## src/hdl/mbb_pkg.sv

```systemverilog
// Meter map bar/beat converter: shared types, constants and helpers.
// Used by every module of the block; no dependencies.
package mbb_pkg;
   localparam int SIG_POINTS = 8;
   localparam int REG_COUNT = 8;
   localparam int REG_SEL_W = $clog2(REG_COUNT);
   localparam int ADDR_W = REG_SEL_W + 2;
   localparam int PT_W = $clog2(SIG_POINTS + 1);
   localparam int PT_SEL_W = (SIG_POINTS > 1) ? $clog2(SIG_POINTS) : 1;
   localparam int SEG_DEPTH = SIG_POINTS + 1;
   localparam int SEG_IDX_W = $clog2(SEG_DEPTH);
   localparam int SEG_CNT_W = $clog2(SEG_DEPTH + 1);
   localparam int TPQ = 960;
   localparam int TICK_W = 48;
   localparam int ACC_W = 60;

   localparam logic [TICK_W-1:0] TICK_MAX = {1'b0, {(TICK_W-1){1'b1}}};
   localparam logic [31:0] SIG_POINT_0_RESET = 32'h8100_0001;
   localparam logic [30:0] BAR_MAX = {31{1'b1}};

   localparam logic [15:0] DEF_BAR = 16'd1;
   localparam logic [5:0] DEF_NUM = 6'd4;
   localparam logic [6:0] DEF_DEN = 7'd4;
   localparam logic [15:0] BEAT_DIVIDEND = 16'(TPQ * 4);

   localparam logic [1:0] FUNC_TICK_TO_BAR = 2'd0;
   localparam logic [1:0] FUNC_BAR_TO_TICK = 2'd1;
   localparam logic [1:0] FUNC_NEXT_BEAT = 2'd2;
   localparam logic [1:0] FUNC_SNAP = 2'd3;

   localparam logic [3:0] GRID_BAR = 4'd0;
   localparam logic [3:0] GRID_HALF = 4'd1;
   localparam logic [3:0] GRID_QUARTER = 4'd2;
   localparam logic [3:0] GRID_EIGHTH = 4'd3;
   localparam logic [3:0] GRID_16TH = 4'd4;
   localparam logic [3:0] GRID_32ND = 4'd5;
   localparam logic [3:0] GRID_QUARTER_TRIP = 4'd6;
   localparam logic [3:0] GRID_EIGHTH_TRIP = 4'd7;
   localparam logic [3:0] GRID_16TH_TRIP = 4'd8;

   typedef struct packed {
      logic [1:0] func;
      logic signed [47:0] tick_in;
      logic signed [31:0] bar_in;
      logic signed [15:0] beat_in;
      logic signed [31:0] offset_in_beat;
      logic [3:0] grid_code;
   } req_type;

   typedef struct packed {
      logic signed [47:0] tick_out;
      logic [30:0] bar_out;
      logic [6:0] beat_out;
      logic [15:0] tick_in_beat_out;
      logic is_downbeat;
      logic [15:0] beat_length;
      logic [23:0] bar_length;
   } rsp_type;

   typedef struct packed {
      logic [15:0] start_bar;
      logic [TICK_W-1:0] start_tick;
      logic [TICK_W-1:0] end_tick;
      logic [15:0] beat_ticks;
      logic [23:0] bar_ticks;
   } seg_type;

   typedef struct packed {
      logic [1:0] func;
      logic [TICK_W-1:0] tick;
      logic [30:0] bar;
      logic [14:0] beat;
      logic signed [31:0] offs;
      logic [3:0] grid;
      logic [SEG_IDX_W-1:0] seg;
      logic has_next;
   } item_type;

   function automatic logic [23:0] grid_step(input logic [3:0] code,
                                             input logic [23:0] bar_ticks);
      logic [23:0] step;
      unique case (code)
         GRID_BAR: step = bar_ticks;
         GRID_HALF: step = 24'(TPQ * 2);
         GRID_QUARTER: step = 24'(TPQ);
         GRID_EIGHTH: step = 24'(TPQ / 2);
         GRID_16TH: step = 24'(TPQ / 4);
         GRID_32ND: step = 24'(TPQ / 8);
         GRID_QUARTER_TRIP: step = 24'(TPQ * 2 / 3);
         GRID_EIGHTH_TRIP: step = 24'(TPQ / 3);
         GRID_16TH_TRIP: step = 24'(TPQ / 6);
         default: step = 24'(TPQ);
      endcase
      return step;
   endfunction
endpackage

```

## src/hdl/mbb_queue.sv

```systemverilog
// Two-entry queue between front and back end. Depends on mbb_pkg.
module mbb_queue (
   input  logic clock,
   input  logic reset,
   input  logic push,
   input  mbb_pkg::item_type push_item,
   output logic full,
   input  logic pop,
   output logic pop_valid,
   output mbb_pkg::item_type pop_item
);
   mbb_pkg::item_type mem_ff [2];
   logic wr_ptr_ff;
   logic rd_ptr_ff;
   logic [1:0] cnt_ff;

   assign full = (cnt_ff == 2'd2);
   assign pop_valid = (cnt_ff != 2'd0);
   assign pop_item = mem_ff[rd_ptr_ff];

   always_ff @(posedge clock) begin
      if (reset) begin
         wr_ptr_ff <= 1'b0;
         rd_ptr_ff <= 1'b0;
         cnt_ff <= 2'd0;
      end else begin
         if (push) begin
            mem_ff[wr_ptr_ff] <= push_item;
            wr_ptr_ff <= !wr_ptr_ff;
         end
         if (pop) begin
            rd_ptr_ff <= !rd_ptr_ff;
         end
         cnt_ff <= cnt_ff + {1'b0, push} - {1'b0, pop};
      end
   end
endmodule

```

## config.mk

```make
export PLATFORM = sky130hd
export DESIGN_NAME = mbb_queue
export DESIGN_NICKNAME = d
export VERILOG_FILES = /design/src/hdl/mbb_pkg.sv /design/src/hdl/mbb_queue.sv
export SDC_FILE = /design/constraint.sdc
export NUM_CORES = 1
export LEC_CHECK = 0
export BUFFER_PORTS_ARGS = -buffer_cell sky130_fd_sc_hd__buf_4
export CELL_PAD_IN_SITES_DETAIL_PLACEMENT = 1
export CELL_PAD_IN_SITES_GLOBAL_PLACEMENT = 1
export CORE_MARGIN = 1
export CORE_UTILIZATION = 40
export CTS_BUF_LIST = sky130_fd_sc_hd__clkbuf_16
export DETAILED_ROUTE_END_ITERATION = 8
export GPL_ROUTABILITY_DRIVEN = 0
export PLACE_DENSITY = 0.73
export SLEW_MARGIN = 40
export SYNTH_ARGS = -nofsm -noshare
export SYNTH_HDL_FRONTEND = slang
export SYNTH_SLANG_ARGS = --single-unit
```

## constraint.sdc

```tcl
create_clock -name clock -period 15.5 [get_ports clock]
set_input_delay 0.775 -clock clock [delete_from_list [all_inputs] [get_ports clock]]
set_output_delay 0.775 -clock clock [all_outputs]
set_load 0.01 [all_outputs]
```

==> results of run 1 <==
area by class of cell:
type                       count  area [um2]  area share [%]
multi-input combinational    151        1670            12.3
clock inverter                25         189            1.40
tap                          330         413            3.06
sequential                   279        8330            61.7
inverter                       2        7.51          0.0556
timing repair buffer         285        2170            16.1
clock buffer                  29         726            5.37
synthesized netlist by cell type:
cell / n / share of area (%)
nor3b_1: 1 / 0.074
mux2_2: 137 / 15
xnor2_1: 2 / 0.17
dfxtp_1: 5 / 0.98
buf_6: 5 / 0.55
and3b_1: 1 / 0.086
nor2b_1: 2 / 0.12
inv_1: 2 / 0.074
xnor3_1: 1 / 0.22
or2_2: 1 / 0.061
nor2_1: 4 / 0.15
clkbuf_8: 10 / 1.4
edfxtp_1: 274 / 81
ha_1: 2 / 0.25
power groups by stage:
stage	combinational (mW)	sequential, mW	clock (mW)
floorplan	0.0940	0.891	0
global placement	0.176	0.891	0
detailed placement	0.182	0.894	0
CTS	0.184	0.878	0.679
global route	0.198	0.876	0.706
finish	0.185	0.873	0.660
metrics by stage:
stage	hold slack, ns	instance area, um2	setup WS, ns	cells	power [mW]
floorplan	0.480	10200	4.05	447	0.985
finish	0.424	13500	12.07	1101	1.72
CTS	0.394	13500	11.88	1100	1.74
detailed placement	0.529	12600	12.46	1046	1.08
global route	0.393	13500	11.95	1101	1.78
global placement	0.499	12600	12.28	1046	1.07
logic make-up (layout without fill, tap and decap cells):
family                     count (synthesis)  in the layout  share of synthesized area [%]
xor gates and xnor gates                   3              3                          0.393
adders and majority gates                  2              2                          0.246
buffers and inverters                     17            341                           1.98
DFF                                      279            279                           81.7
muxes                                    137            137                           15.1
and+or+nand+nor                            9              9                          0.491
routing by layer:
metal	global-route usage (%)	up-vias	share of wire, %	wire length, um
li1	-	2388	-	-
met1	19.8	2611	40	8720
met2	28.0	205	50	10900
met3	5.14	30	8.3	1830
met4	4.72	0	2.0	447
met5	0	-	0	0
state kept, by name, indices dropped and copies added (netlist names), named ones only:
| register | flops |
|---|---|
| cnt_ff | 2 |
| mem_ff | 274 |
| rd_ptr_ff | 1 |
| wr_ptr_ff | 1 |
critical path, cell delays in order (launching register included):
cell     delay, ns
dfxtp_4       0.56
buf_12        0.28
buf_6         0.55
mux2_2        0.42
buf_4         0.15
layout by cell type (no fill, tap or decap), types with 2 or more instances in the layout:
cell and count:
buf_4 279, edfxtp_1 274, mux2_2 137, clkbuf_16 29, clkinv_1 11, inv_1 6, clkinv_2 5, buf_6 5
nor2_1 4, dfxtp_1 4, bufinv_16 3, nor2b_1 2, xnor2_1 2, ha_1 2
worst paths after layout:
kind	startpoint	end	slack [ns]	cells after the start
worst min register to register	rd_ptr_ff	rd_ptr_ff	0.55	2
worst max-delay path	flop	pop_item[75]	12.07	4
worst max register to register	wr_ptr_ff	mem_ff[1][69]	13.25	3
worst min-delay path	push_item[121]	mem_ff[0][121]	0.42	1
==> reports/results.ini, run 1 <==
[sta]
hold_viol = 0
min_period_ns = 3.43
fin_skew_ns = 0.0123
tightestPinTransition_ns = 0.735
slew_headroom_pct = 51.0
rsz0062_at_grt = false
post-route-period-util_pct = 22.1
setup_tns_ns = 0
fmax_mhz = 292
drv_slew = 0
setup_violations = 0

[power_and_ir_drop]
p_seq_share_pct = 50.8
p_leak_nw = 4.98
p_clk_share_pct = 38.4
internal_power_mw = 1.35
pwr-share-comb_pct = 10.8
peakVddDrop_v = 0.0000881
swShare_pct = 21.3
cellPowerDensity_nw_per_um2 = 127
p_switching_uw = 366

[floorplan]
core_um2 = 25100
die_x_um = 162
num_io_pins = 280
rows = 58
die_height_um = 162
start_util_pct = 40.6
fp.dieArea_um2 = 26100

[critical_path]
cp.required_ns = 14.73
cp_max_fo = 72
cp-start-kind = flop
arrival_ns = 2.65
crit_path_end_kind = primary output
path_class = flop to primary output

[clock_tree]
ctsLongestPathBuffers = 3
cts_tree = built
cts_resized = 0
clkTransAtPathRegs_ns = 0.06
ctsRootBufferMaster = clkbuf_16
cts_max_level = 1
cts_buffers = 29
cts.sink_count = 279
postCtsSetupBuffers = 0
worstSkewPairLatency_ns = 0.53
cts-hold-fix-buffers = 0

[place]
dp_hpwl_mm = 14.8
numPortBuffers = 279

[global_route]
grt_pass1_wl_mm = 32.6
antenna_found_initial = 0
grt_usage_pct = 16.3
grt_max_degree = 73
grt_pass1_vias = 5776
overflow = 0

[final_layout]
finish.utilization_pct = 53.8
drive_gt1_share_pct = 60.3
n_antenna_cell = 0
nFillCells = 2324
area_delta_synth_final_pct = 32.6
layout.nets = 891

[detailed_routing]
dr.pass1.iters = 6
wl_per_cell_um = 19.9
drc = 0
wl_mm = 21.9
drt_iter0_markers = 222
vias_per_cell = 4.75
vias = 5234
ant_nets = 0

[logic_synthesis]
ys_warn_count = 0
synth_seq_cells = 279
yosysUniqueCellTypes = 14
synth_nets = 590
synth_area_um2 = 10200
syn_inst = 447
ys_seq_area_share_pct = 81.7
syn_area_per_cell_um2 = 22.8

[job]
max_cap_viol_count = 0

[outcome]
status = complete, no violations

[worst_hold_path]
hp-class = input port to flop

(Power assumes the default switching activity.)
==> inputs of run 2 (changes only) <==
--- a/config.mk
+++ b/config.mk
@@ -13,7 +13,7 @@
 export CTS_BUF_LIST = sky130_fd_sc_hd__clkbuf_16
 export DETAILED_ROUTE_END_ITERATION = 8
 export GPL_ROUTABILITY_DRIVEN = 0
-export PLACE_DENSITY = 0.73
+export PLACE_DENSITY = 0.76
 export SLEW_MARGIN = 40
 export SYNTH_ARGS = -nofsm -noshare
 export SYNTH_HDL_FRONTEND = slang
==> constraint.sdc (replaced) <==
create_clock -name clock -period 3 [get_ports clock]
set_input_delay 0.15 -clock clock [delete_from_list [all_inputs] [get_ports clock]]
set_output_delay 0.15 -clock clock [all_outputs]
set_load 0.01 [all_outputs]
==> run 2 against run 1 <==
Compared with the run above:
- via count up 12%
- combinational power rose to 6.1 times the previous value
- clock skew down 0.00099 ns
- core utilization up 6.1 points
- sequential share of layout area down 6.3 points
- flip-flop and latch count unchanged
- routed wire length up 13%
- global-route usage up 2.5 points
- count of clock-buffer cells in the layout up 2
- die area unchanged
- critical path depth down 1
- critical path type unchanged
==> reports/results.ini, run 2 (synthesis gave the netlist of run 1 again) <==
[global_route]
antenna_found_initial = 3
grt_pass1_vias = 6624
grt_max_degree = 138
overflow = 0
grt_pass1_wl_mm = 37.6
grt_usage_pct = 18.9

[worst_hold_path]
hold_path_depth = 2
worstHoldStart = push_item[4]
min_to = mem_ff[1][4]
hp-class = input port to flop

[critical_path]
slowest_delay_ns = 0.85
path_class = flop to primary output
cp_max_fo = 52
worstReg2RegEnd = mem_ff[1][11]
crit_family = flip-flops
reg2reg_depth = 2
cp.required_ns = 2.85
cp_num_buf_inv = 2
timing.rr.start = wr_ptr_ff
cp-start-kind = flop
crit_path_end_kind = primary output
arrival_ns = 2.32
crit_chain = buf_12 > mux2_2 > buf_4
cpMaxStageDelayCell = dfxtp_4
rrSetupSlack_ns = 1.21

[sta]
rsz0062_at_grt = false
worst_slack_ns = 0.533
min_period_ns = 2.47
hold_viol = 0
setup_violations = 0
setup_tns_ns = 0
fmax_mhz = 405
post-route-period-util_pct = 82.2
hold_slack_ns = 0.336
slew_headroom_pct = 47.9
fin_skew_ns = 0.0114
drv_slew = 0
tightestPinTransition_ns = 0.782

[clock_tree]
worstSkewPairLatency_ns = 0.54
cts_tree = built
cts_buffers = 30
cts.sink_count = 279
cts_resized = 0
postCtsSetupBuffers = 0
ctsLongestPathBuffers = 3
ctsRootBufferMaster = clkbuf_16
cts_max_level = 1
clkTransAtPathRegs_ns = 0.06

[power_and_ir_drop]
cellPowerDensity_nw_per_um2 = 624
peakVddDrop_v = 0.000494
p_leak_nw = 5.64

[floorplan]
die_x_um = 162
fp.dieArea_um2 = 26100
num_io_pins = 280
rows = 58
core_um2 = 25100
die_height_um = 162
start_util_pct = 40.6

[final_layout]
area_delta_synth_final_pct = 47.7
nFillCells = 2269
final_cell_mix = buf_4, edfxtp_1, dlygate4sd3_1, mux2_2, clkbuf_16
largest_reg_flops = 274
reg_top3 = mem_ff (274), cnt_ff (2)
final_common_cell = buf_4
layout.nets = 1032
largest-register = mem_ff
drive_gt1_share_pct = 51.3

[detailed_routing]
drc = 0
m1WireLength_mm = 9.26
drt_iter0_markers = 225
ant_nets = 0
dr.pass1.iters = 4
wl_mm = 24.9
wl_met3_mm = 1.42
met2WireLength_mm = 13.6
wl_per_cell_um = 20.0
vias = 5840
vias_per_cell = 4.69
routed.top_layer = met5

[place]
numPortBuffers = 279
place_worst_setup_slack_ns = 1.06
dp_hpwl_mm = 14.0

[outcome]
status = complete, no violations

[job]
max_cap_viol_count = 0

-- run 2: final cells by class --
type                       count  area (um2)  area share (%)
sequential                   279        8330            55.4
timing repair buffer         425        3610            24.0
multi-input combinational    151        1670            11.1
clock buffer                  31         776            5.16
tap                          330         413            2.74
clock inverter                25         235            1.56
inverter                       2        7.51          0.0499
antenna                        2        5.00          0.0333
-- run 2: how the worst max path moves through the flow --
stage              start            to  depth (start not counted)
2_1_floorplan  wr_ptr_ff  mem_ff[0][0]                          1
3_3_place_gp        flop   pop_item[2]                          3
3_5_place_dp        flop   pop_item[2]                          3
4_1_cts             flop   pop_item[2]                          3
5_1_grt             flop   pop_item[2]                          3
6_report            flop  pop_item[59]                          3
-- run 2: timing repair --
item                       CTS  global route
hold buffers               141             0
hold endpoints to repair   279             0
setup endpoints to repair    0             0
-- run 2: per-stage QoR --
step                area, um2  util (%)  power, mW  std cells
floorplan               10200         -       5.06        447
global placement        12600      50.3       5.52       1046
detailed placement      12600      50.3       5.56       1046
CTS                     15000      59.9       9.44       1243
global route            15000      59.9       9.69       1245
finish                  15000      59.9       9.38       1245
-- run 2: per-layer routing --
| metal | up-vias | GRT usage, % |
|---|---|---|
| li1 | 2669 | - |
| met1 | 2924 | 21.5 |
| met2 | 203 | 35.1 |
| met3 | 42 | 4.29 |
| met4 | 2 | 5.53 |
| met5 | - | 0 |
-- run 2: power breakdown --
part | internal (mW) | switching (mW)
clock network | 2.28 | 1.45
registers | 4.46 | 0.0718
logic | 0.653 | 0.465
total | 7.39 | 1.99
