--- config.mk ---
export PLATFORM = sky130hd
export DESIGN_NAME = mbb_seg_table
export DESIGN_NICKNAME = d
export VERILOG_FILES = /design/src/hdl/mbb_pkg.sv /design/src/hdl/mbb_seg_table.sv
export SDC_FILE = /design/constraint.sdc
export NUM_CORES = 2
export LEC_CHECK = 0
export BUFFER_PORTS_ARGS = -buffer_cell sky130_fd_sc_hd__buf_2
export CORE_AREA = 8 8 565 567
export CTS_BUF_LIST = sky130_fd_sc_hd__clkbuf_4 sky130_fd_sc_hd__clkbuf_8 sky130_fd_sc_hd__clkbuf_16
export CTS_CLUSTER_DIAMETER = 80
export DETAILED_ROUTE_END_ITERATION = 10
export DIE_AREA = 0 0 573 575
export HOLD_SLACK_MARGIN = 0.12
export SLEW_MARGIN = 10
export SYNTH_ARGS = -nofsm -noshare
export SYNTH_HDL_FRONTEND = slang
export SYNTH_SLANG_ARGS = --single-unit
--- constraint.sdc ---
create_clock -name clock -period 17.8 [get_ports clock]
set_clock_uncertainty 0.1 [all_clocks]
set_input_delay 5.34 -clock clock [delete_from_list [all_inputs] [get_ports clock]]
set_output_delay 5.34 -clock clock [all_outputs]
set_load 0.01 [all_outputs]
--- src/hdl/mbb_pkg.sv ---
// Meter map bar/beat converter: shared types, constants and helpers.
// Used by every module of the block; no dependencies.
package mbb_pkg;
   localparam int SIG_POINTS = 8;
   localparam int REG_COUNT = 8;
   localparam int REG_SEL_W = $clog2(REG_COUNT);
   localparam int ADDR_W = REG_SEL_W + 2;
   localparam int PT_W = $clog2(SIG_POINTS + 1);
   localparam int PT_SEL_W = (SIG_POINTS > 1) ? $clog2(SIG_POINTS) : 1;
   localparam int SEG_DEPTH = SIG_POINTS + 1;
   localparam int SEG_IDX_W = $clog2(SEG_DEPTH);
   localparam int SEG_CNT_W = $clog2(SEG_DEPTH + 1);
   localparam int TPQ = 960;
   localparam int TICK_W = 48;
   localparam int ACC_W = 60;

   localparam logic [TICK_W-1:0] TICK_MAX = {1'b0, {(TICK_W-1){1'b1}}};
   localparam logic [31:0] SIG_POINT_0_RESET = 32'h8100_0001;
   localparam logic [30:0] BAR_MAX = {31{1'b1}};

   localparam logic [15:0] DEF_BAR = 16'd1;
   localparam logic [5:0] DEF_NUM = 6'd4;
   localparam logic [6:0] DEF_DEN = 7'd4;
   localparam logic [15:0] BEAT_DIVIDEND = 16'(TPQ * 4);

   localparam logic [1:0] FUNC_TICK_TO_BAR = 2'd0;
   localparam logic [1:0] FUNC_BAR_TO_TICK = 2'd1;
   localparam logic [1:0] FUNC_NEXT_BEAT = 2'd2;
   localparam logic [1:0] FUNC_SNAP = 2'd3;

   localparam logic [3:0] GRID_BAR = 4'd0;
   localparam logic [3:0] GRID_HALF = 4'd1;
   localparam logic [3:0] GRID_QUARTER = 4'd2;
   localparam logic [3:0] GRID_EIGHTH = 4'd3;
   localparam logic [3:0] GRID_16TH = 4'd4;
   localparam logic [3:0] GRID_32ND = 4'd5;
   localparam logic [3:0] GRID_QUARTER_TRIP = 4'd6;
   localparam logic [3:0] GRID_EIGHTH_TRIP = 4'd7;
   localparam logic [3:0] GRID_16TH_TRIP = 4'd8;

   typedef struct packed {
      logic [1:0] func;
      logic signed [47:0] tick_in;
      logic signed [31:0] bar_in;
      logic signed [15:0] beat_in;
      logic signed [31:0] offset_in_beat;
      logic [3:0] grid_code;
   } req_type;

   typedef struct packed {
      logic signed [47:0] tick_out;
      logic [30:0] bar_out;
      logic [6:0] beat_out;
      logic [15:0] tick_in_beat_out;
      logic is_downbeat;
      logic [15:0] beat_length;
      logic [23:0] bar_length;
   } rsp_type;

   typedef struct packed {
      logic [15:0] start_bar;
      logic [TICK_W-1:0] start_tick;
      logic [TICK_W-1:0] end_tick;
      logic [15:0] beat_ticks;
      logic [23:0] bar_ticks;
   } seg_type;

   typedef struct packed {
      logic [1:0] func;
      logic [TICK_W-1:0] tick;
      logic [30:0] bar;
      logic [14:0] beat;
      logic signed [31:0] offs;
      logic [3:0] grid;
      logic [SEG_IDX_W-1:0] seg;
      logic has_next;
   } item_type;

   function automatic logic [23:0] grid_step(input logic [3:0] code,
                                             input logic [23:0] bar_ticks);
      logic [23:0] step;
      unique case (code)
         GRID_BAR: step = bar_ticks;
         GRID_HALF: step = 24'(TPQ * 2);
         GRID_QUARTER: step = 24'(TPQ);
         GRID_EIGHTH: step = 24'(TPQ / 2);
         GRID_16TH: step = 24'(TPQ / 4);
         GRID_32ND: step = 24'(TPQ / 8);
         GRID_QUARTER_TRIP: step = 24'(TPQ * 2 / 3);
         GRID_EIGHTH_TRIP: step = 24'(TPQ / 3);
         GRID_16TH_TRIP: step = 24'(TPQ / 6);
         default: step = 24'(TPQ);
      endcase
      return step;
   endfunction
endpackage

--- src/hdl/mbb_seg_table.sv ---
// Signature point registers (APB) and the segment table built from them.
// Rebuilds serially after reset and after every write. Depends on mbb_pkg.
module mbb_seg_table (
   input  logic clock,
   input  logic reset,
   input  logic psel,
   input  logic penable,
   input  logic pwrite,
   input  logic [mbb_pkg::ADDR_W-1:0] paddr,
   input  logic [31:0] pwdata,
   output logic [31:0] prdata,
   output logic pready,
   output mbb_pkg::seg_type [mbb_pkg::SEG_DEPTH-1:0] seg_tab,
   output logic [mbb_pkg::SEG_CNT_W-1:0] seg_count,
   output logic busy
);
   typedef enum logic [2:0] {B_CHECK, B_DIV, B_MUL, B_WRITE, B_DONE} bstate_type;

   logic [31:0] regs_ff [mbb_pkg::REG_COUNT];
   mbb_pkg::seg_type [mbb_pkg::SEG_DEPTH-1:0] seg_ff;
   bstate_type state_ff;
   logic [mbb_pkg::PT_W-1:0] pt_ff;
   logic [mbb_pkg::SEG_CNT_W-1:0] cnt_ff;
   logic [15:0] cand_bar_ff;
   logic [5:0] cand_num_ff;
   logic [6:0] cand_den_ff;
   logic dflt_ff;
   logic [15:0] dq_ff;
   logic [6:0] drem_ff;
   logic [4:0] dcnt_ff;
   logic [15:0] prev_bar_ff;
   logic [23:0] prev_bt_ff;
   logic [mbb_pkg::TICK_W-1:0] prev_start_ff;
   logic [15:0] beat_ff;
   logic [23:0] barticks_ff;
   logic [39:0] prod_ff;

   logic wr_en;
   logic [31:0] cur_reg;
   logic [15:0] cur_bar;
   logic skip;
   logic [7:0] rn;
   logic ge;
   logic [15:0] beat_in;
   logic [mbb_pkg::TICK_W-1:0] start_in;

   assign wr_en = psel && penable && pwrite;
   assign pready = 1'b1;
   assign prdata = regs_ff[paddr[mbb_pkg::ADDR_W-1:2]];
   assign seg_tab = seg_ff;
   assign seg_count = cnt_ff;
   assign busy = (state_ff != B_DONE);

   always_comb begin
      cur_reg = regs_ff[pt_ff[mbb_pkg::PT_SEL_W-1:0]];
      cur_bar = cur_reg[15:0];
      skip = !cur_reg[31] || (cur_bar == 16'd0) || ((cnt_ff != '0) && (cur_bar < prev_bar_ff));
      rn = {drem_ff, dq_ff[15]};
      ge = (rn >= {1'b0, cand_den_ff});
      beat_in = (dq_ff == 16'd0) ? 16'd1 : dq_ff;
      start_in = prev_start_ff + mbb_pkg::TICK_W'(prod_ff);
   end

   always_ff @(posedge clock) begin
      if (reset) begin
         for (int i = 0; i < mbb_pkg::REG_COUNT; i++) begin
            regs_ff[i] <= (i == 0) ? mbb_pkg::SIG_POINT_0_RESET : 32'd0;
         end
         state_ff <= B_CHECK;
         pt_ff <= '0;
         cnt_ff <= '0;
         prev_bar_ff <= '0;
         prev_bt_ff <= '0;
         prev_start_ff <= '0;
      end else if (wr_en) begin
         regs_ff[paddr[mbb_pkg::ADDR_W-1:2]] <= pwdata;
         state_ff <= B_CHECK;
         pt_ff <= '0;
         cnt_ff <= '0;
         prev_bar_ff <= '0;
         prev_bt_ff <= '0;
         prev_start_ff <= '0;
      end else begin
         unique case (state_ff)
            B_CHECK: begin
               dq_ff <= mbb_pkg::BEAT_DIVIDEND;
               drem_ff <= '0;
               dcnt_ff <= 5'd16;
               if (pt_ff == mbb_pkg::PT_W'(mbb_pkg::SIG_POINTS)) begin
                  if (cnt_ff == '0) begin
                     cand_bar_ff <= mbb_pkg::DEF_BAR;
                     cand_num_ff <= mbb_pkg::DEF_NUM;
                     cand_den_ff <= mbb_pkg::DEF_DEN;
                     dflt_ff <= 1'b1;
                     state_ff <= B_DIV;
                  end else begin
                     state_ff <= B_DONE;
                  end
               end else if (skip) begin
                  pt_ff <= pt_ff + 1'b1;
               end else if ((cnt_ff == '0) && (cur_bar != 16'd1)) begin
                  cand_bar_ff <= mbb_pkg::DEF_BAR;
                  cand_num_ff <= mbb_pkg::DEF_NUM;
                  cand_den_ff <= mbb_pkg::DEF_DEN;
                  dflt_ff <= 1'b1;
                  state_ff <= B_DIV;
               end else begin
                  cand_bar_ff <= cur_bar;
                  cand_num_ff <= (cur_reg[21:16] == 6'd0) ? mbb_pkg::DEF_NUM : cur_reg[21:16];
                  cand_den_ff <= (cur_reg[28:22] == 7'd0) ? mbb_pkg::DEF_DEN : cur_reg[28:22];
                  dflt_ff <= 1'b0;
                  state_ff <= B_DIV;
               end
            end
            B_DIV: begin
               drem_ff <= ge ? 7'(rn - {1'b0, cand_den_ff}) : rn[6:0];
               dq_ff <= {dq_ff[14:0], ge};
               dcnt_ff <= dcnt_ff - 1'b1;
               if (dcnt_ff == 5'd1) begin
                  state_ff <= B_MUL;
               end
            end
            B_MUL: begin
               beat_ff <= beat_in;
               barticks_ff <= 24'(beat_in) * 24'(cand_num_ff);
               prod_ff <= prev_bt_ff * (cand_bar_ff - prev_bar_ff);
               state_ff <= B_WRITE;
            end
            B_WRITE: begin
               seg_ff[cnt_ff[mbb_pkg::SEG_IDX_W-1:0]] <=
                  {cand_bar_ff, start_in, mbb_pkg::TICK_MAX, beat_ff, barticks_ff};
               if (cnt_ff != '0) begin
                  seg_ff[mbb_pkg::SEG_IDX_W'(cnt_ff - 1'b1)].end_tick <= start_in;
               end
               prev_bar_ff <= cand_bar_ff;
               prev_bt_ff <= barticks_ff;
               prev_start_ff <= start_in;
               cnt_ff <= cnt_ff + 1'b1;
               if (!dflt_ff) begin
                  pt_ff <= pt_ff + 1'b1;
               end
               state_ff <= B_CHECK;
            end
            B_DONE: begin
               state_ff <= B_DONE;
            end
            default: state_ff <= B_DONE;
         endcase
      end
   end
endmodule

==> metrics.md <==
| Metric | Value |
|---|---|
| Synthesis Warnings | `0` |
| CP Data Required Time | `12.36 ns` |
| Die height | `575 um` |
| Dominant synthesized flop cell | `edfxtp_1` |
| Core area | `310,400 um2` |
| Port Buffers | `1,444` |
| DP Area | `99,010 um2` |
| Minimum clock period after layout | `12.79 ns` |
| Bufs on Longest Clock Path | `4` |
| Grt total ovfl | `0` |
| 1st-iter DRT viols | `6,117` |
| Die extent in x | `573 um` |
| Final wirelength | `328,600 um` |
| Mean post-synth cell area | `13.51 um2` |
| Layout net count | `8,436` |
| Max Used Layer | `met5` |
| CTS HTree Levels | `4` |
| Worst Setup Start Kind | `primary input` |
| Number of synthesized flops with an enable pin | `1,760` |
| Vias in the first global route | `58,460` |
| All-layer global routing usage | `0.1891` |
| Top cells by area, synth | `edfxtp_1, fa_1, o21ai_0` |
| Min Hold Slack | `0.3554 ns` |
| Largest net degree at the start of global routing | `144` |
| VDD IR max | `0.00009422 V` |
| DR pass1 iterations | `8` |
| Register area share after synthesis | `0.6347` |
| Die ar. | `329,500 um2` |
| Post-layout util | `0.3423` |
| Slack of the critical path | `5.010 ns` |
| Crit path cell chain | `buf_2 -> and3b_2 -> a22oi_1 -> nand4_1 -> buf_2` |
| Status | `complete, no violations` |
| Clock slew seen by the registers of the worst setup and hold paths | `0.06 ns` |
| CTS tree | `yes` |
| Post-CTS Setup Inserts | `0` |
| Flops & latches, synth | `1,860` |
| Post-Syn Area | `86,430 um2` |
| Cell mode on critical path | `buf_2` |
| I/O pins | `1,448` |
| Worst slew pin tran | `1.146 ns` |
| Fin. Hold Viols | `0` |
| Vias per cell | `4.891` |
| Worst path slowest cell | `and3b_2` |
| Post-synth top area share | `0.6115` |
| Netlist cell types | `80` |
| CTS root buffer | `clkbuf_16` |
| Area grow syn2layout | `22.91%` |
| Final worst path period share | `0.7185` |
| MaxCap Viol Count | `0` |
| Leakage | `40.85 nW` |
| HPWL after detailed placement | `233,000 um` |
| Met3 wire length | `26,730 um` |
| CTS Buf Count | `210` |
| First-pass GRT wire length | `452,000 um` |
| WL met2 | `164,700 um` |
| Biggest area consumer among synthesized cells | `edfxtp_1` |
| Via count | `59,320` |
| CTS Hold Buffers Added | `0` |
| Hold Path Class | `reg -> reg` |
| Total power | `11.69 mW` |
| CTS resizes | `0` |
| Routed len/inst | `27.09 um` |
| Syn_nets | `7,053` |
| # DRC | `0` |
| GPL Wtd Cong | `0.8393` |
| CP Max Fanout | `33` |
| Worst path max stage delay | `0.97 ns` |
| # rows | `205` |
| Share of layout cells above drive strength 1 | `0.2655` |
| Sink Count | `1,860` |
| Max_slew headroom | `0.2359` |
| Place WS | `5.082 ns` |
| Pwr dens | `110.1 nW/um2` |
| ANT nets after route | `0` |
| Critical Path Sink Type | `output port` |
| Post-route insts no fill | `12,130` |
| Starting Density | `0.2785` |
| Mapped Cells | `6,397` |
| Sum Neg Setup Slack | `0 ns` |
| Asr flop ratio synth | `0` |
| Final Setup Violations | `0` |
| Worst skew pair latency | `0.88 ns` |
| Post-route cell area | `106,200 um2` |
| Setup CP Type | `in -> out` |
| Unrepaired setup endpoints after global routing | `false` |
| Fmax | `78.19 MHz` |
| Worst EP arrival | `7.35 ns` |
| Initial antenna violation count | `54` |
| Metal-1 WL | `123,200 um` |
| Placed Cells | `11,710` |
| Pins Over Slew Limit | `0` |
layout by cell type, fill, tap and decap left out, types with 56 or more instances in the layout:
master and count:
edfxtp_1 1760, buf_2 1444, o21ai_0 729, inv_1 535, nand2_1 452, and2_1 433
fa_1 359, ha_1 254, nor2_1 240, a21oi_1 227, clkbuf_16 210, a22oi_1 129
buf_4 121, dfxtp_1 97, nor2b_1 61, nand4_1 56
worst paths after layout:
path                                        to           start  slack (ns)  depth (start not counted)
worst max-delay path                 prdata[5]        paddr[4]        5.01                          5
worst max register to register     prod_ff[39]  cand_bar_ff[0]        8.06                         34
worst min register to register  prev_bar_ff[2]  prev_bar_ff[2]        0.36                          2
worst min-delay path            prev_bar_ff[2]  prev_bar_ff[2]        0.36                          2
report_power, final:
part           internal [mW]  total [mW]  switching, mW
registers               5.01        5.20          0.193
logic                  0.743        2.03           1.28
clock network           2.60        4.46           1.86
total                   8.35        11.7           3.34
area by class of cell:
type	instances	area, um2
diodes	33	82.58
clock buffers	256	5607
inverters	536	2019
flip-flops and latches	1860	54860
well taps	4140	5180
clock inverters	130	1536
multi-input cells	3606	28790
repair buffers	1566	8155
fillers	30290	204100
synthesized netlist by cell type, types with 8 or more instances:
cell      count
edfxtp_1   1760
o21ai_0     729
inv_1       536
nand2_1     462
and2_1      440
clkbuf_1    376
fa_1        359
nor2_1      257
ha_1        255
a21oi_1     227
a22oi_1     129
dfxtp_1     100
xnor2_1      75
nor2b_1      61
nand4_1      56
mux4_2       50
a21o_1       46
o211ai_1     41
nor3_1       40
xor2_1       38
nand3_1      37
and3_1       35
mux2i_1      31
nand2b_1     27
or2_2        22
a211oi_1     15
o21a_1       14
a31oi_1      12
or3_1        12
mux4_1       10
o21ai_1      10
or4_1         9
nor4_1        8
kinds of logic after synthesis:
| family | Yosys count | synth area share |
|---|---|---|
| fa+ha+maj | 614 | 0.1201 |
| simple gates | 1488 | 0.08647 |
| buf+inv | 931 | 0.04088 |
| compound gates | 1286 | 0.08459 |
| mux | 96 | 0.02031 |
| flops | 1860 | 0.6347 |
| xor+xnor | 121 | 0.01296 |
| other cells | 1 | 0.00004339 |
worst max-delay path, delay by kind of cell:
kind,cells,cell delay (ns)
AND/OR/NAND/NOR,2,1.29
buffers and inverters,2,0.45
AO/OA/AOI/OAI,1,0.25
layer usage:
layer / up-vias / global-route usage
met4: 22 / 0.06970
met1: 30120 / 0.2248
met3: 589 / 0.04283
li1: 25490 / -
met5: - / 0
met2: 3097 / 0.3342
Power figures use the tool's default switching activity.
