## src/hdl/mbb_pkg.sv

```systemverilog
// Meter map bar/beat converter: shared types, constants and helpers.
// Used by every module of the block; no dependencies.
package mbb_pkg;
   localparam int SIG_POINTS = 8;
   localparam int REG_COUNT = 8;
   localparam int REG_SEL_W = $clog2(REG_COUNT);
   localparam int ADDR_W = REG_SEL_W + 2;
   localparam int PT_W = $clog2(SIG_POINTS + 1);
   localparam int PT_SEL_W = (SIG_POINTS > 1) ? $clog2(SIG_POINTS) : 1;
   localparam int SEG_DEPTH = SIG_POINTS + 1;
   localparam int SEG_IDX_W = $clog2(SEG_DEPTH);
   localparam int SEG_CNT_W = $clog2(SEG_DEPTH + 1);
   localparam int TPQ = 960;
   localparam int TICK_W = 48;
   localparam int ACC_W = 60;

   localparam logic [TICK_W-1:0] TICK_MAX = {1'b0, {(TICK_W-1){1'b1}}};
   localparam logic [31:0] SIG_POINT_0_RESET = 32'h8100_0001;
   localparam logic [30:0] BAR_MAX = {31{1'b1}};

   localparam logic [15:0] DEF_BAR = 16'd1;
   localparam logic [5:0] DEF_NUM = 6'd4;
   localparam logic [6:0] DEF_DEN = 7'd4;
   localparam logic [15:0] BEAT_DIVIDEND = 16'(TPQ * 4);

   localparam logic [1:0] FUNC_TICK_TO_BAR = 2'd0;
   localparam logic [1:0] FUNC_BAR_TO_TICK = 2'd1;
   localparam logic [1:0] FUNC_NEXT_BEAT = 2'd2;
   localparam logic [1:0] FUNC_SNAP = 2'd3;

   localparam logic [3:0] GRID_BAR = 4'd0;
   localparam logic [3:0] GRID_HALF = 4'd1;
   localparam logic [3:0] GRID_QUARTER = 4'd2;
   localparam logic [3:0] GRID_EIGHTH = 4'd3;
   localparam logic [3:0] GRID_16TH = 4'd4;
   localparam logic [3:0] GRID_32ND = 4'd5;
   localparam logic [3:0] GRID_QUARTER_TRIP = 4'd6;
   localparam logic [3:0] GRID_EIGHTH_TRIP = 4'd7;
   localparam logic [3:0] GRID_16TH_TRIP = 4'd8;

   typedef struct packed {
      logic [1:0] func;
      logic signed [47:0] tick_in;
      logic signed [31:0] bar_in;
      logic signed [15:0] beat_in;
      logic signed [31:0] offset_in_beat;
      logic [3:0] grid_code;
   } req_type;

   typedef struct packed {
      logic signed [47:0] tick_out;
      logic [30:0] bar_out;
      logic [6:0] beat_out;
      logic [15:0] tick_in_beat_out;
      logic is_downbeat;
      logic [15:0] beat_length;
      logic [23:0] bar_length;
   } rsp_type;

   typedef struct packed {
      logic [15:0] start_bar;
      logic [TICK_W-1:0] start_tick;
      logic [TICK_W-1:0] end_tick;
      logic [15:0] beat_ticks;
      logic [23:0] bar_ticks;
   } seg_type;

   typedef struct packed {
      logic [1:0] func;
      logic [TICK_W-1:0] tick;
      logic [30:0] bar;
      logic [14:0] beat;
      logic signed [31:0] offs;
      logic [3:0] grid;
      logic [SEG_IDX_W-1:0] seg;
      logic has_next;
   } item_type;

   function automatic logic [23:0] grid_step(input logic [3:0] code,
                                             input logic [23:0] bar_ticks);
      logic [23:0] step;
      unique case (code)
         GRID_BAR: step = bar_ticks;
         GRID_HALF: step = 24'(TPQ * 2);
         GRID_QUARTER: step = 24'(TPQ);
         GRID_EIGHTH: step = 24'(TPQ / 2);
         GRID_16TH: step = 24'(TPQ / 4);
         GRID_32ND: step = 24'(TPQ / 8);
         GRID_QUARTER_TRIP: step = 24'(TPQ * 2 / 3);
         GRID_EIGHTH_TRIP: step = 24'(TPQ / 3);
         GRID_16TH_TRIP: step = 24'(TPQ / 6);
         default: step = 24'(TPQ);
      endcase
      return step;
   endfunction
endpackage

```

## src/hdl/mbb_front.sv

```systemverilog
// Front end: accepts requests, clamps inputs and picks the segment.
// Depends on mbb_pkg; feeds mbb_queue.
module mbb_front (
   input  logic req_valid,
   output logic req_ready,
   input  mbb_pkg::req_type req_data,
   input  mbb_pkg::seg_type [mbb_pkg::SEG_DEPTH-1:0] seg_tab,
   input  logic [mbb_pkg::SEG_CNT_W-1:0] seg_count,
   input  logic busy,
   input  logic q_full,
   output logic push,
   output mbb_pkg::item_type push_item
);
   logic [mbb_pkg::TICK_W-1:0] tick_c;
   logic [30:0] bar_c;
   logic [14:0] beat_c;
   logic [mbb_pkg::SEG_IDX_W-1:0] seg_t;
   logic [mbb_pkg::SEG_IDX_W-1:0] seg_b;
   logic [mbb_pkg::SEG_IDX_W-1:0] seg_s;

   assign req_ready = !busy && !q_full;
   assign push = req_valid && req_ready;

   always_comb begin
      tick_c = req_data.tick_in[47] ? '0 : req_data.tick_in;
      bar_c = (req_data.bar_in < 32'sd1) ? 31'd1 : req_data.bar_in[30:0];
      beat_c = (req_data.beat_in < 16'sd1) ? 15'd1 : req_data.beat_in[14:0];
      seg_t = '0;
      seg_b = '0;
      for (int i = 1; i < mbb_pkg::SEG_DEPTH; i++) begin
         if (mbb_pkg::SEG_CNT_W'(i) < seg_count) begin
            if (seg_tab[i].start_tick <= tick_c) seg_t = mbb_pkg::SEG_IDX_W'(i);
            if ({15'd0, seg_tab[i].start_bar} <= bar_c) seg_b = mbb_pkg::SEG_IDX_W'(i);
         end
      end
      seg_s = (req_data.func == mbb_pkg::FUNC_BAR_TO_TICK) ? seg_b : seg_t;
      push_item.func = req_data.func;
      push_item.tick = tick_c;
      push_item.bar = bar_c;
      push_item.beat = beat_c;
      push_item.offs = req_data.offset_in_beat;
      push_item.grid = req_data.grid_code;
      push_item.seg = seg_s;
      push_item.has_next = (mbb_pkg::SEG_CNT_W'(seg_s) + 1'b1) < seg_count;
   end
endmodule

```

## config.mk

```make
export PLATFORM = sky130hd
export DESIGN_NAME = mbb_front
export DESIGN_NICKNAME = d
export VERILOG_FILES = /design/src/hdl/mbb_pkg.sv /design/src/hdl/mbb_front.sv
export SDC_FILE = /design/constraint.sdc
export NUM_CORES = 1
export LEC_CHECK = 0
export ABC_AREA = 1
export BUFFER_PORTS_ARGS = -buffer_cell sky130_fd_sc_hd__buf_2
export CAP_MARGIN = 20
export CORE_AREA = 2 2 639 641
export DETAILED_ROUTE_END_ITERATION = 10
export DIE_AREA = 0 0 641 643
export GPL_ROUTABILITY_DRIVEN = 0
export PLACE_DENSITY = 0.3
export SYNTH_ARGS = -nofsm -noshare
export SYNTH_HDL_FRONTEND = slang
export SYNTH_SLANG_ARGS = --single-unit
```

## constraint.sdc

```tcl
create_clock -name vclk -period 13.3
set_input_delay 2.66 -clock vclk [all_inputs]
set_output_delay 2.66 -clock vclk [all_outputs]
set_load 0.01 [all_outputs]
```

==> results of run 1 <==
==> critical path, stage by stage <==
cell,delay (ns)
buf_2,0.11
inv_2,0.61
nand2_1,0.69
ha_1,0.53
nand4_1,0.61
nor4_2,1.06
o21ai_0,0.37
nand3_1,0.15
nand2_1,0.21
nand2_1,0.13
nand2_1,0.06
nand2_1,0.06
nand2_1,0.07
nand2_1,0.06
nand2_1,0.04
nand2_1,0.07
nand2_2,0.10
ha_1,0.22
xnor2_1,0.16
ha_1,0.24
nand2_1,0.06
inv_1,0.05
a21oi_2,0.12
buf_2,0.20
==> area by class of cell <==
cell class                 count  area share [%]
antenna                       26          0.2748
inverter                     241           3.821
multi-input combinational   1620           49.64
tap                         5428           28.69
timing repair buffer         794           17.58
==> how the worst min path moves through the flow <==
stage	from	to	slack [ns]	depth (start not counted)
6_report	req_data[15]	push_item[20]	5.32	0
2_1_floorplan	busy	req_ready	5.36	1
4_1_cts	req_data[5]	push_item[10]	5.32	0
5_1_grt	req_data[31]	push_item[36]	5.32	0
3_3_place_gp	req_data[5]	push_item[10]	5.32	0
3_5_place_dp	req_data[5]	push_item[10]	5.32	0
==> cell usage in the layout (no fill, tap or decap), drive strengths merged, types with 16 or more instances in the layout <==
master  netlist  routed
a21oi       250     250
buf          41     794
diode         0      26
ha          508     508
inv         241     241
nand2       376     376
nand3        44      44
nand4        61      61
nor2        142     142
nor3         39      39
nor4         16      16
o211ai       19      19
o21ai        92      92
==> routing by layer <==
layer	part of all wire [%]	GRT usage, %	wire, um
met5	0.25	0	355
met4	1.9	0.8249	2669
met3	4.8	1.050	6823
met2	57	13.68	79940
met1	36	6.906	51600
==> logic make-up (layout without fill, tap and decap cells) <==
logic type / Yosys count / after routing / synth area share (%)
xor+xnor: 1 / 1 / 0.06797
fa+ha+maj: 508 / 508 / 49.32
buf+inv: 288 / 1035 / 9.524
compound gates: 421 / 421 / 18.14
simple gates: 689 / 689 / 22.92
other cells: 1 / 27 / 0.02910
==> cell usage after synthesis, types with 3 or more instances <==
| cell | number | share of area, % |
|---|---|---|
| nor4_1 | 16 | 0.78 |
| o21bai_1 | 4 | 0.23 |
| inv_1 | 240 | 7.0 |
| o2111ai_1 | 3 | 0.20 |
| nor2_1 | 138 | 4.0 |
| ha_1 | 508 | 49 |
| a21oi_1 | 249 | 9.7 |
| nand2_1 | 370 | 11 |
| nand2_2 | 6 | 0.29 |
| nor3_1 | 39 | 1.5 |
| nand4_1 | 61 | 3.0 |
| a31oi_1 | 5 | 0.24 |
| o211ai_1 | 19 | 1.1 |
| a211oi_1 | 12 | 0.70 |
| buf_4 | 39 | 2.3 |
| o21a_1 | 15 | 0.87 |
| o21ai_0 | 90 | 3.5 |
| or2_2 | 3 | 0.15 |
| clkbuf_1 | 6 | 0.17 |
| a21o_1 | 5 | 0.29 |
| nand3_1 | 44 | 1.7 |
| o221ai_1 | 7 | 0.48 |
==> metrics by stage <==
step / hold slack, ns / worst slack (ns) / std cells
2_1_floorplan: 5.363 / 4.416 / 1908
6_report: 5.320 / 1.870 / 8109
5_1_grt: 5.320 / 1.204 / 8089
3_5_place_dp: 5.320 / 1.114 / 8083
4_1_cts: 5.320 / 1.086 / 8083
3_3_place_gp: 5.320 / 1.109 / 8083
==> metrics, run 1 <==
status complete, no violations; Ports 1648; CP Launch Point req_data[131]; Hold Buf Count CTS 0; Post-DP HPWL 133.0 mm; post_cts resized 0; Global Route Usage Sum roughly 6.6%; first-pass GRT wire length 173.2 mm; Fin Setup TNS 0 ns; initial antenna violation count 130; Routed WL per cell 17.44 um; Fillers 48470; fmax 87.49 MHz; required time worst endpoint 10.64 ns; Post-Syn Area 12890 um2; crit share post-route 85.94%; CP max FO 33; vias in the first global route 16450; Placed Area 23610 um2; IO buf count 719; Setup violations, final 0; die footprint about 410000 um2; initial core utilization 3.180%; final hold vios 0; Tmin final 11.43 ns; DRC viols 0; crit path launch type input pin; fin area 23670 um2; Register Area 0 um2; starting DRC count in detailed routing 516; Data arrival, critical path 8.77 ns; Area Overhead vs Synth 83.69%; core area 405200 um2; WL final 141.4 mm; Post-CTS Setup Bufs 0; CLK BUF 0; Max-cap violations 0; Hold Crit Class input pin to primary output; die height 643 um; nets approximately 4700; post-route antenna net violation count 0; largest net degree at the start of global routing 34; Rows 234; max-slew violations 0; vias per cell 2.002; Die W 641 um; final core utilization 5.842%; endpoint class of the critical path primary output; Mapped Cells between 1500 and 2000; Syn Nets 3925; GRT overflow 0; Least-Margin Pin Slew 1.084 ns; post-synth cell types 42; headroom to the max-slew limit 27.15%; RSZ-0062 raised after global routing false; Warnings, synthesis 0; crit path kind input pin to primary output; Seq/Total Area, Yosys 0%; FFs & Latches 0; worst setup path endpoint push_item[0]; Mean Syn Cell Area 6.754 um2; routed via count 16240; share of cells above drive strength 1 31.22%; first drt pass iteration count 4; area occupied by multi-input gates 11750 um2
==> run 2, diff against run 1 <==
- CELL_PAD_IN_SITES_DETAIL_PLACEMENT: default -> 1
- CELL_PAD_IN_SITES_GLOBAL_PLACEMENT: default -> 1
- CORE_AREA: 2 2 639 641 -> 2 2 641 643
- DIE_AREA: 0 0 641 643 -> 0 0 643 645
- PLACE_DENSITY: 0.3 -> 0.33
==> metrics, run 2 (synthesis gave the netlist of run 1 again) <==
post-route setup slack 2.069 ns (was 1.870 ns); DRC viols 0 (unchanged); cell count after placement 8097 (was 8083); met1 GRT Util 6.690% (was 6.906%); CP max FO 28 (was 33); Data arrival, critical path 8.57 ns (was 8.77 ns); fmax 89.04 MHz (was 87.49 MHz); Register Area 0 um2 (unchanged); RSZ-0062 raised after global routing false (unchanged); largest net degree at the start of global routing 29 (was 34); Fin Setup TNS 0 ns (unchanged); Leak 10.23 nW; Post-DP HPWL 135.8 mm (was 133.0 mm); initial antenna violation count 144 (was 130); starting DRC count in detailed routing 520 (was 516); nets 4665 (was 4674); WL final 143.3 mm (was 141.4 mm); Global Route Usage Sum 6.615% (was 6.586%); share of cells above drive strength 1 31.03% (was 31.22%); initial core utilization 3.158% (was 3.180%); Routed WL per cell 17.59 um (was 17.44 um); vias in the first global route 18230 (was 16450); Max-cap violations 0 (unchanged); headroom to the max-slew limit 34.20% (was 27.15%); Post-CTS Setup Bufs 0 (unchanged); Pwr Total slightly below 700 uW; most frequent cells in the layout buf_2 (719), ha_1 (508), nand2_1 (370) (was buf_2 (719), ha_1 (508), nand2_1 (369)); Hold Crit Class input pin to primary output (unchanged); Power Dens Cells slightly below 30 nW/um2; max-slew violations 0 (unchanged); die footprint 414700 um2 (was 412200 um2); crit share post-route 84.45% (was 85.94%); Top Usage Layer GRT met2 (unchanged); fin cells 8144 (was 8109); Hold Buf Count CTS 0 (unchanged); post-route antenna net violation count 0 (unchanged); CLK BUF 0 (unchanged); Die W 643 um (was 641 um); Least-Margin Pin Slew 0.9795 ns (was 1.084 ns); global routing met2 resource utilization 13.01% (was 13.68%); die height 645 um (was 643 um); core area 408100 um2 (was 405200 um2); Area Overhead vs Synth 84.03% (was 83.69%); most common cell after layout, fill and taps aside buf_2 (unchanged); Tmin final 11.23 ns (was 11.43 ns); DP Worst Slack 1.039 ns (was 1.114 ns); final hold slack 5.320 ns (unchanged); Peak VDD IR approximately 0.0000085 V; post_cts resized 0 (unchanged); first-pass GRT wire length 179.2 mm (was 173.2 mm); crit path launch type input pin (unchanged); Setup violations, final 0 (unchanged); Rows 235 (was 234); first drt pass iteration count 4 (unchanged); crit path kind input pin to primary output (unchanged); met3 usage 1.695% (was 1.050%); routed via count 16920 (was 16240); required time worst endpoint 10.64 ns (about the same); IO buf count 719 (unchanged); GRT overflow 0 (unchanged); Ports 1648 (unchanged); vias per cell 2.077 (was 2.002); endpoint class of the critical path primary output (unchanged); FFs & Latches 0 (unchanged); final hold vios 0 (unchanged); status complete, no violations (unchanged)
-- run 2: cell types whose count changed in the layout (fill, tap and decap cells not counted), sizes merged --
| cell | change |
|---|---|
| diode | +21 |
| buf | -9 |
-- run 2: where the power goes --
group	switching [mW]	internal (mW)
Clock	0	0.000000439
Sequential	0	0
Combinational	0.435	0.257
Total	0.435	0.257
-- run 2: final cells by class --
class / count / area, um2
fillers: 49540 / 384400
multi-input cells: 1620 / 11760
well taps: 5451 / 6820
repair buffers: 785 / 4110
inverters: 241 / 904.6
diodes: 47 / 117.6
-- run 2: path summary, 6_finish.rpt --
| check | cells after the start | to | startpoint | slack, ns |
|---|---|---|---|---|
| worst max-delay path | 24 | push_item[0] | req_data[131] | 2.07 |
| worst min-delay path | 0 | push_item[10] | req_data[5] | 5.32 |
-- run 2: worst max-delay path: stages --
cell,delay (ns)
buf_2,0.12
inv_2,0.66
buf_12,0.25
nand2_1,0.49
ha_1,0.54
nand2_1,0.06
nor2_1,0.58
nand2_1,0.24
nor3_1,0.63
buf_4,0.27
nand2_1,0.06
nand3_1,0.09
nand2_1,0.11
nand2_1,0.10
a21oi_1,0.09
o21ai_0,0.35
nor2_1,0.12
ha_1,0.21
xnor2_1,0.16
ha_1,0.24
nand2_1,0.06
inv_1,0.04
a21oi_2,0.12
buf_2,0.21
-- run 2: metal layers --
| layer | wire length (um) | up-vias |
|---|---|---|
| li1 | - | 8254 |
| met1 | 51370 | 7700 |
| met2 | 77470 | 592 |
| met3 | 8773 | 270 |
| met4 | 5018 | 102 |
| met5 | 624 | - |
-- run 2: through the flow --
stage	cell area, um2	utilization (%)
global placement	23570	5.776
CTS	23600	5.782
detailed placement	23600	5.782
global route	23680	5.802
floorplan	12890	-
finish	23720	5.811
Note: power is estimated with default switching activity, not from simulation.
==> run 3, diff against run 2 <==
- CORE_AREA: 2 2 641 643 -> 2 2 638 640
- DIE_AREA: 0 0 643 645 -> 0 0 640 642
- clock period: 13.3 -> 10.6 ns (I/O delays scaled with it)
==> metrics, run 3 (synthesis gave the netlist of run 1 again) <==
status complete, no violations (unchanged); Ports 1648 (unchanged); required time worst endpoint 8.48 ns (was 10.64 ns); CLK BUF 0 (unchanged); Rows 234 (was 235); Routed WL per cell 17.47 um (was 17.59 um); starting DRC count in detailed routing 468 (was 520); post_cts resized 0 (unchanged); Clock Power Share 0% (about the same); Global Route Usage Sum 6.700% (was 6.615%); largest net degree at the start of global routing 26 (was 29); Pwr Total 851.0 uW (was 692.2 uW); RSZ-0062 raised after global routing false (unchanged); Crit path buffers/inverters 8 (was 6); Leak 10.37 nW (was 10.23 nW); Max-cap violations 0 (unchanged); share of cells above drive strength 1 31.58% (was 31.03%); Power Dens Cells 35.51 nW/um2 (was 29.19 nW/um2); first drt pass iteration count 4 (unchanged); Data arrival, critical path 7.82 ns (was 8.57 ns); GRT overflow 0 (unchanged); Area Overhead vs Synth 85.95% (was 84.03%); worst hold start req_data[5] (unchanged); power share of the sequential group 0% (about the same); delay-heaviest family, CP simple AND/OR/NAND/NOR gates (unchanged); CP max stage delay 0.56 ns (was 0.66 ns); die footprint 410900 um2 (was 414700 um2); P_sw 524.0 uW (was 435.2 uW); Die W 640 um (was 643 um); Worst path slowest cell nor3_1 (was inv_2); Post-CTS Setup Bufs 0 (unchanged); core area 404300 um2 (was 408100 um2); max-slew violations 0 (unchanged); Setup violations, final 0 (unchanged); worst hold endpoint push_item[10] (unchanged); routed via count 17070 (was 16920); Register Area 0 um2 (unchanged); internal power 327.0 uW (was 257.0 uW); WL final 143.1 mm (was 143.3 mm); Hold Crit Class input pin to primary output (unchanged); Fin Setup TNS 0 ns (unchanged); endpoint class of the critical path primary output (unchanged); crit path kind input pin to primary output (unchanged); switching share of power 61.57% (was 62.87%); Hold Buf Count CTS 0 (unchanged); Post-DP HPWL 135.6 mm (was 135.8 mm); crit share post-route between 90% and 100%; Logic pwr share 100.0% (about the same); die height 642 um (was 645 um); first-pass GRT wire length 179.1 mm (was 179.2 mm); most frequent cells in the layout buf_2 (719), ha_1 (508), nand2_1 (370) (unchanged); CP max FO 10 (was 28); DRC viols 0 (unchanged); post-route antenna net violation count 0 (unchanged); critical path's most frequent cell nand2_1 (unchanged); most common cell after layout, fill and taps aside buf_2 (unchanged); nets 4695 (was 4665); initial antenna violation count 159 (was 144); final hold vios 0 (unchanged); Least-Margin Pin Slew 1.087 ns (was 0.9795 ns); Hold Crit Depth 0 (unchanged); vias per cell 2.084 (was 2.077); crit path launch type input pin (unchanged); vias in the first global route 18170 (was 18230); Peak VDD IR 0.00001225 V (was 0.000008481 V); fmax between 100 and 150 MHz; headroom to the max-slew limit 26.94% (was 34.20%); IO buf count 719 (unchanged); initial core utilization 3.187% (was 3.158%); FFs & Latches 0 (unchanged); Tmin final around 9.9 ns
==> run 3: cell count changes in the layout (fill, tap and decap cells not counted), moves of 3 or more <==
cell and change:
o21ai_1 -3, o21ai_0 +3, nor3_2 -3, buf_4 +31
diode_2 +37, nor3_1 +3
==> run 3: power by group through the flow <==
stage | Clock (mW) | Sequential [mW] | Combinational [mW]
after floorplan | 0 | 0 | 0.414
after global placement | 0 | 0 | 0.884
after detailed placement | 0 | 0 | 0.903
after CTS | 0 | 0 | 0.908
after global routing | 0.000000231 | 0 | 0.988
final | 0.00000104 | 0 | 0.851
==> run 3: worst max path at each step <==
stage                  start            to  slack (ns)  depth (start not counted)
2_1_floorplan   req_data[59]  push_item[0]        2.80                         27
3_3_place_gp   req_data[131]  push_item[0]        0.24                         30
3_5_place_dp   req_data[131]  push_item[0]        0.22                         30
4_1_cts        req_data[131]  push_item[0]        0.21                         30
5_1_grt        req_data[131]  push_item[0]        0.09                         30
6_report       req_data[131]  push_item[0]        0.66                         30
==> run 3: through the flow <==
| stage | cells | cell area (um2) | hold WS, ns | util [%] | setup slack [ns] |
|---|---|---|---|---|---|
| 2_1_floorplan | 1908 | 12890 | 4.283 | - | 2.796 |
| 3_3_place_gp | 8104 | 23750 | 4.240 | 5.875 | 0.2420 |
| 3_5_place_dp | 8104 | 23750 | 4.240 | 5.875 | 0.2178 |
| 4_1_cts | 8104 | 23750 | 4.240 | 5.875 | 0.2071 |
| 5_1_grt | 8122 | 23800 | 4.240 | 5.886 | 0.09201 |
| 6_report | 8188 | 23960 | 4.240 | 5.927 | 0.6594 |
==> run 3: layer usage <==
layer | wire (um) | share of wire (%) | track usage, % | vias to the layer above
li1 | - | - | - | 8366
met1 | 51550 | 36 | 6.906 | 7788
met2 | 76860 | 54 | 13.34 | 602
met3 | 10530 | 7.4 | 1.928 | 228
met4 | 3609 | 2.5 | 1.007 | 82
met5 | 503 | 0.35 | 0 | -
==> run 3: area by class of cell <==
cell class / count / area [um2]
inverter: 241 / 904.6
timing repair buffer: 815 / 4332
multi-input combinational: 1620 / 11730
tap: 5428 / 6792
antenna: 84 / 210.2
fill: 48900 / 380400
